File: src/rtl/core/cnms_pkg.sv
// ----------------------------------------------------------------------------
// Canny non-maximum suppression package
// Shared constants, the direction sector type and default parameter values.
// ----------------------------------------------------------------------------
package cnms_pkg;

  localparam int IMAGE_SIZE_DEF = 256;
  localparam int MAG_BITS_DEF   = 16;
  localparam int GRAD_BITS_DEF  = 16;

  // Border width register.
  localparam int             BW_W     = 6;
  localparam logic [BW_W-1:0] BW_RESET = 6'd3;

  // Row and column indices on the result port.
  localparam int IDX_OUT_W = 8;

  // Tangent limits 0.4142 and 2.4142 as fractions over a common denominator.
  localparam int TAN_DEN      = 10000;
  localparam int TAN_LOW_NUM  = 4142;
  localparam int TAN_HIGH_NUM = 24142;

  // Width of the cross products: signed gradient plus one bit, 15-bit factor.
  localparam int TAN_FACTOR_W = 15;

  typedef enum logic [1:0] {
    SEC_HORIZ   = 2'd0,
    SEC_RISING  = 2'd1,
    SEC_FALLING = 2'd2,
    SEC_VERT    = 2'd3
  } sector_t;

endpackage

File: src/rtl/core/cnms_sector.sv
// ----------------------------------------------------------------------------
// Gradient direction sector
// Places gy/gx in one of four sectors by exact integer cross-multiplication.
// ----------------------------------------------------------------------------
module cnms_sector #(
  parameter int GRAD_BITS = 16
) (
  input  logic signed [GRAD_BITS-1:0] grad_x,
  input  logic signed [GRAD_BITS-1:0] grad_y,
  output cnms_pkg::sector_t           sector
);

  import cnms_pkg::*;

  localparam int GN_W   = GRAD_BITS + 1;
  localparam int PROD_W = GN_W + TAN_FACTOR_W;

  localparam logic signed [PROD_W-1:0] K_DEN  = PROD_W'(TAN_DEN);
  localparam logic signed [PROD_W-1:0] K_LOW  = PROD_W'(TAN_LOW_NUM);
  localparam logic signed [PROD_W-1:0] K_HIGH = PROD_W'(TAN_HIGH_NUM);

  logic signed [GN_W-1:0]   gx_n;
  logic signed [GN_W-1:0]   gy_n;
  logic signed [PROD_W-1:0] prod_g;
  logic signed [PROD_W-1:0] prod_a;
  logic signed [PROD_W-1:0] prod_b;

  // Fold the left half-plane onto the right so that gx is positive.
  always_comb begin
    if (grad_x[GRAD_BITS-1]) begin
      gx_n = -GN_W'(grad_x);
      gy_n = -GN_W'(grad_y);
    end else begin
      gx_n = GN_W'(grad_x);
      gy_n = GN_W'(grad_y);
    end
  end

  assign prod_g = PROD_W'(gy_n) * K_DEN;
  assign prod_a = PROD_W'(gx_n) * K_LOW;
  assign prod_b = PROD_W'(gx_n) * K_HIGH;

  always_comb begin
    if (grad_x == '0) begin
      // A zero x gradient behaves as a tiny positive value.
      sector = (grad_y == '0) ? SEC_HORIZ : SEC_VERT;
    end else if (prod_g <= prod_a && prod_g > -prod_a) begin
      sector = SEC_HORIZ;
    end else if (prod_g <= prod_b && prod_g > prod_a) begin
      sector = SEC_RISING;
    end else if (prod_g <= -prod_a && prod_g > -prod_b) begin
      sector = SEC_FALLING;
    end else begin
      sector = SEC_VERT;
    end
  end

endmodule

File: config.mk
export PLATFORM = sky130hd
export DESIGN_NAME = cnms_sector
export DESIGN_NICKNAME = d
export VERILOG_FILES = /design/src/rtl/core/cnms_pkg.sv /design/src/rtl/core/cnms_sector.sv
export SDC_FILE = /design/constraint.sdc
export NUM_CORES = 1
export LEC_CHECK = 0
export ABC_AREA = 1
export BUFFER_PORTS_ARGS = -buffer_cell sky130_fd_sc_hd__buf_2
export CORE_ASPECT_RATIO = 1.25
export CORE_MARGIN = 4
export CORE_UTILIZATION = 46
export DETAILED_ROUTE_END_ITERATION = 8
export GPL_TIMING_DRIVEN = 1
export PLACE_DENSITY = 0.63
export RECOVER_POWER = 50
export SYNTH_ARGS = -nofsm -noshare
export SYNTH_HDL_FRONTEND = slang
export SYNTH_SLANG_ARGS = --single-unit
File: constraint.sdc
create_clock -name vclk -period 25.4
set_clock_uncertainty 0.05 [all_clocks]
set_input_delay 2.54 -clock vclk [all_inputs]
set_output_delay 2.54 -clock vclk [all_outputs]
set_load 0.01 [all_outputs]
Word level (Yosys, flattened, before mapping):

Index checks and enable logic that the tools add are counted.

* output and inout bits: 2
* register bits after elaboration: 0

* $mul: 3
* magnitude comparators: 6
* multiplexer cells: 7
* add/sub/neg operators: 4
* reduce and logical (&&, ||, !) cells: 5

Operators with widths (count)
* $gt A32 B32 Y1: 2
* $le A32 B32 Y1: 2
* $mux W17: 2
* $neg A16 Y17: 2
* $gt A32 B31 Y1: 1
* $le A32 B31 Y1: 1
* $logic_not A16 Y1: 2
* $neg A31 Y32: 1
* $neg A32 Y32: 1
* $mul A17 B15 Y31 const B: 1
* $mul A17 B13 Y30 const B: 1
* $mul A17 B11 Y28 const B: 1
* $mux W2: 4
* $logic_and A1 B1 Y1: 3
* $mux W1: 1

Depth between registers and ports, before layout:

* word-level depth: 10
* depth in mapped cells: 56

Worst setup path after synthesis:

OpenSTA, ideal clock, no wires.

* kind: input to output
* from: input grad_x[1]
* to: output sector[0]
* cell stages on the path: 51
* arrival: 10.708 ns
* setup slack: 12.102 ns
* buffers on the path: 0
* data required time: 22.810 ns
* path through: nor3_1 -> inv_1 -> nor2_1 -> inv_1 -> nor3_1 -> inv_1 -> nor3_2 -> nand4_1 -> nor4_2 -> inv_1 -> fa_1 -> inv_1 -> ha_1 -> inv_1 -> fa_1 -> inv_1 -> fa_1 -> fa_1 -> (+15 left out) -> nand2_1 -> nand2_1 -> nor3b_2 -> nand3_1 -> nand2_1 -> nand2_1 -> ha_1 -> nand4_1 -> inv_1 -> nand4_1 -> nor4_1 -> nand2_1 -> nand2_1 -> xor2_1 -> nor3b_1 -> nand2_1 -> nand2_1 -> nand2_1

* word-level cells in the longest chain between the ends: 10

RTL lines
* start: declaration: line cnms_sector.sv:8 `input logic signed [GRAD_BITS-1:0] grad_x,`
* $neg A16 Y17: line cnms_sector.sv:31 `gx_n = -GN_W'(grad_x);`
* $mux W17: line cnms_sector.sv:30 `if (grad_x[GRAD_BITS-1]) begin`
* $mul A17 B15 Y31 / $mul A17 B13 Y30 (equally long branches): line cnms_sector.sv:41, cnms_sector.sv:40
* $neg A32 Y32 / $neg A31 Y32 (equally long branches): line cnms_sector.sv:51, cnms_sector.sv:47
* $gt A32 B32 Y1 / $le A32 B32 Y1 (equally long branches): line cnms_sector.sv:51 `end else if (prod_g <= -prod_a && prod_g > -prod_b) begin`
* $logic_and A1 B1 Y1: line cnms_sector.sv:51
* $mux W1: line cnms_sector.sv:51
* $mux W2: line cnms_sector.sv:49 `end else if (prod_g <= prod_b && prod_g > prod_a) begin`
* $mux W2: line cnms_sector.sv:47 `end else if (prod_g <= prod_a && prod_g > -prod_a) begin`
* $mux W2 *: line cnms_sector.sv:44 `if (grad_x == '0) begin`
* end: declaration: line cnms_sector.sv:10 `output cnms_pkg::sector_t sector`

Every way passes the cells marked *; elsewhere a longest branch is shown, timed or not.

Worst setup path in the final report:

* from: input grad_x[0]
* to: output sector[0]

Same word-level chain as after synthesis.

==> results by group <==
Status
  • Status: complete, no violations

Global route
  • Residual overflow from global routing: 0
  • Largest net degree at the start of global routing: 21
  • Number of global-route vias before repair: 14429
  • Global-route wire length before repair: 75200 microns
  • GRT Total Usage: 24.7%
  • Initial antenna violation count: 1

Floorplan
  • CORE AREA: 0.0343 sq mm
  • Initial core utilization: 46.5%
  • DIE AREA: 0.0378 sq mm
  • Die height: 216 microns
  • Ports: 34
  • Num rows: 76
  • Die span in x: 175 microns

STA
  • RSZ-0062 raised after global routing: false
  • Relative slew slack: 30.4%
  • Setup TNS: 0 ns
  • Slew Viols, Final: 0
  • Fmax: 65.9 MHz
  • Final hold viol count: 0
  • Worst-margin pin slew: 1.04 ns
  • Crit share post-route: 59.8%
  • # setup viols final: 0
  • Fin crit period: 15.18 ns

CTS
  • # resized after CTS: 0
  • CTS Hold Bufs: 0
  • # Post-CTS Setup Buffers: 0

Hold path
  • Worst Hold Class: in -> out

Cells and area
  • Area grow syn2layout: 5.85%
  • Layout cells sized above 1: 5.42%
  • FF+latch area: 0 sq um
  • # nets final: 2808
  • FFs & Latches: 0
  • Clock buffer count: 0
  • Diode count: 0

Route
  • Remaining DRCs: 0
  • Drt total wl: 46500 microns
  • Routed Antenna Nets: 0
  • DRT iter0 DRCs: 754
  • Vias/cell: 5.20
  • Pre-antenna DRT Iters: 5
  • Via total after detailed routing: 13964
  • Wire per inst: 17.3 microns

Logic synthesis
  • Synth Cell Area: 0.0160 sq mm
  • Post-synthesis mux area share: 0%
  • Largest family of logic cells by synthesized area: adder cells
  • Syn Inst Count: 2145
  • Avg Cell Area, Syn: 7.44 sq um
  • Sequential cell area fraction in the yosys report: 0%
  • Synth Area in XOR/XNOR: 7.26%
  • Post-Synth Simple-Gate Area: 20.5%
  • Post-synthesis compound-gate area fraction: 9.23%
  • Cell variety after synth: 54
  • Ys Warns: 0
  • Adder-cell area share of the yosys netlist: 51.9%

Setup path
  • Worst-path maximum fanout: 12
  • CP endpoint kind: primary output
  • Worst path most repeated cell: nand2_1
  • Slowest-stage cell, CP: xor2_1
  • Largest stage delay on the critical path: 0.78 ns
  • WP data arrival: 12.59 ns
  • CP Launch Type: input pin
  • Critical path data required time: 22.81 ns
  • Crit Path Class: in -> out

Placement
  • Number of port buffers: 34
  • DP Wirelength: 42100 microns
  • Routability congestion estimate from global placement: 0.979

Job
  • Max Cap Violations: 0
[cells in the mapped netlist (all sizes together), types with 2 or more instances]
cell    instances  area, sq um
nor3b           5         47.5
nand3          73          380
a221oi          2         17.5
conb            2         7.51
inv           465         1750
xnor2          36          323
clkbuf          6         22.5
nor4           15          100
a31oi           6         37.5
nor4b           2         17.5
o211ai          5         37.5
fa            173         3460
buf             3         12.5
o21a            5         37.5
xor2           93          837
nand3b          5         50.1
o21bai         10         75.1
nor3           38          225
a21boi          4         41.3
a21oi         125          686
or2            11         68.8
ha            385         4820
o31ai           6         45.0
o221ai          3         26.3
a211oi          2         15.0
nor2          157          634
nand2         383         1470
o21ai          67          347
a21o           11         82.6
nand4          42          263
[path summary, 6_finish.rpt]
check,startpoint,endpoint,slack [ns],cells past startpoint
worst max-delay path,grad_x[0],sector[0],10.22,56
worst min-delay path,grad_y[15],sector[1],5.40,4
[layer usage]
metal  GRT usage [%]  routed length, microns  part of all wire, %
met5               0                       0                    0
met4            8.65                    2140                  4.6
met3            1.36                    1580                  3.4
met2            47.1                   23800                   51
met1            29.3                   19000                   41
[critical path, delay by kind of cell]
| kind | cells | cell delay [ns] |
|---|---|---|
| and+or+nand+nor | 32 | 4.08 |
| buffers and inverters | 12 | 1.45 |
| adders and majority gates | 9 | 3.34 |
| xor gates and xnor gates | 2 | 0.85 |
| AOI/OAI and AO/OA | 1 | 0.30 |
[layout make-up]
| class | instances | area, sq um |
|---|---|---|
| Inverter | 465 | 1750 |
| Timing Repair Buffer | 45 | 251 |
| Multi-Input combinational cell | 1706 | 14300 |
| Tap cell | 468 | 586 |
| Fill cell | 3434 | 17400 |
[stage by stage]
stage	util, %	hold slack [ns]	std cells	setup WS [ns]	instance area [sq um]
finish	49.2	5.40	2684	10.22	16900
global route	49.2	5.44	2684	9.23	16900
CTS	49.2	5.39	2684	10.60	16900
detailed placement	49.2	5.39	2684	10.61	16900
global placement	49.2	5.40	2684	10.71	16900
floorplan	-	5.20	2180	12.10	16100
[cells in the final DEF (no fill, tap or decap), types with 42 or more instances in the layout]
master,n
fa_1,173
a21oi_1,113
o21ai_0,56
nand3_1,70
nand4_1,42
xor2_1,90
nand2_1,371
inv_1,460
nor2_1,141
ha_1,385
[cells by family (layout without fill, tap and decap cells)]
| logic type | after synthesis | count (layout) |
|---|---|---|
| AOI/OAI and AO/OA | 249 | 249 |
| xor gates and xnor gates | 129 | 129 |
| adders and majority gates | 558 | 558 |
| buffers and inverters | 474 | 510 |
| other | 2 | 37 |
| and+or+nand+nor | 733 | 733 |
Power is not shown: default switching activity piles up to over one toggle a cycle in this logic, so the estimate is an artifact.
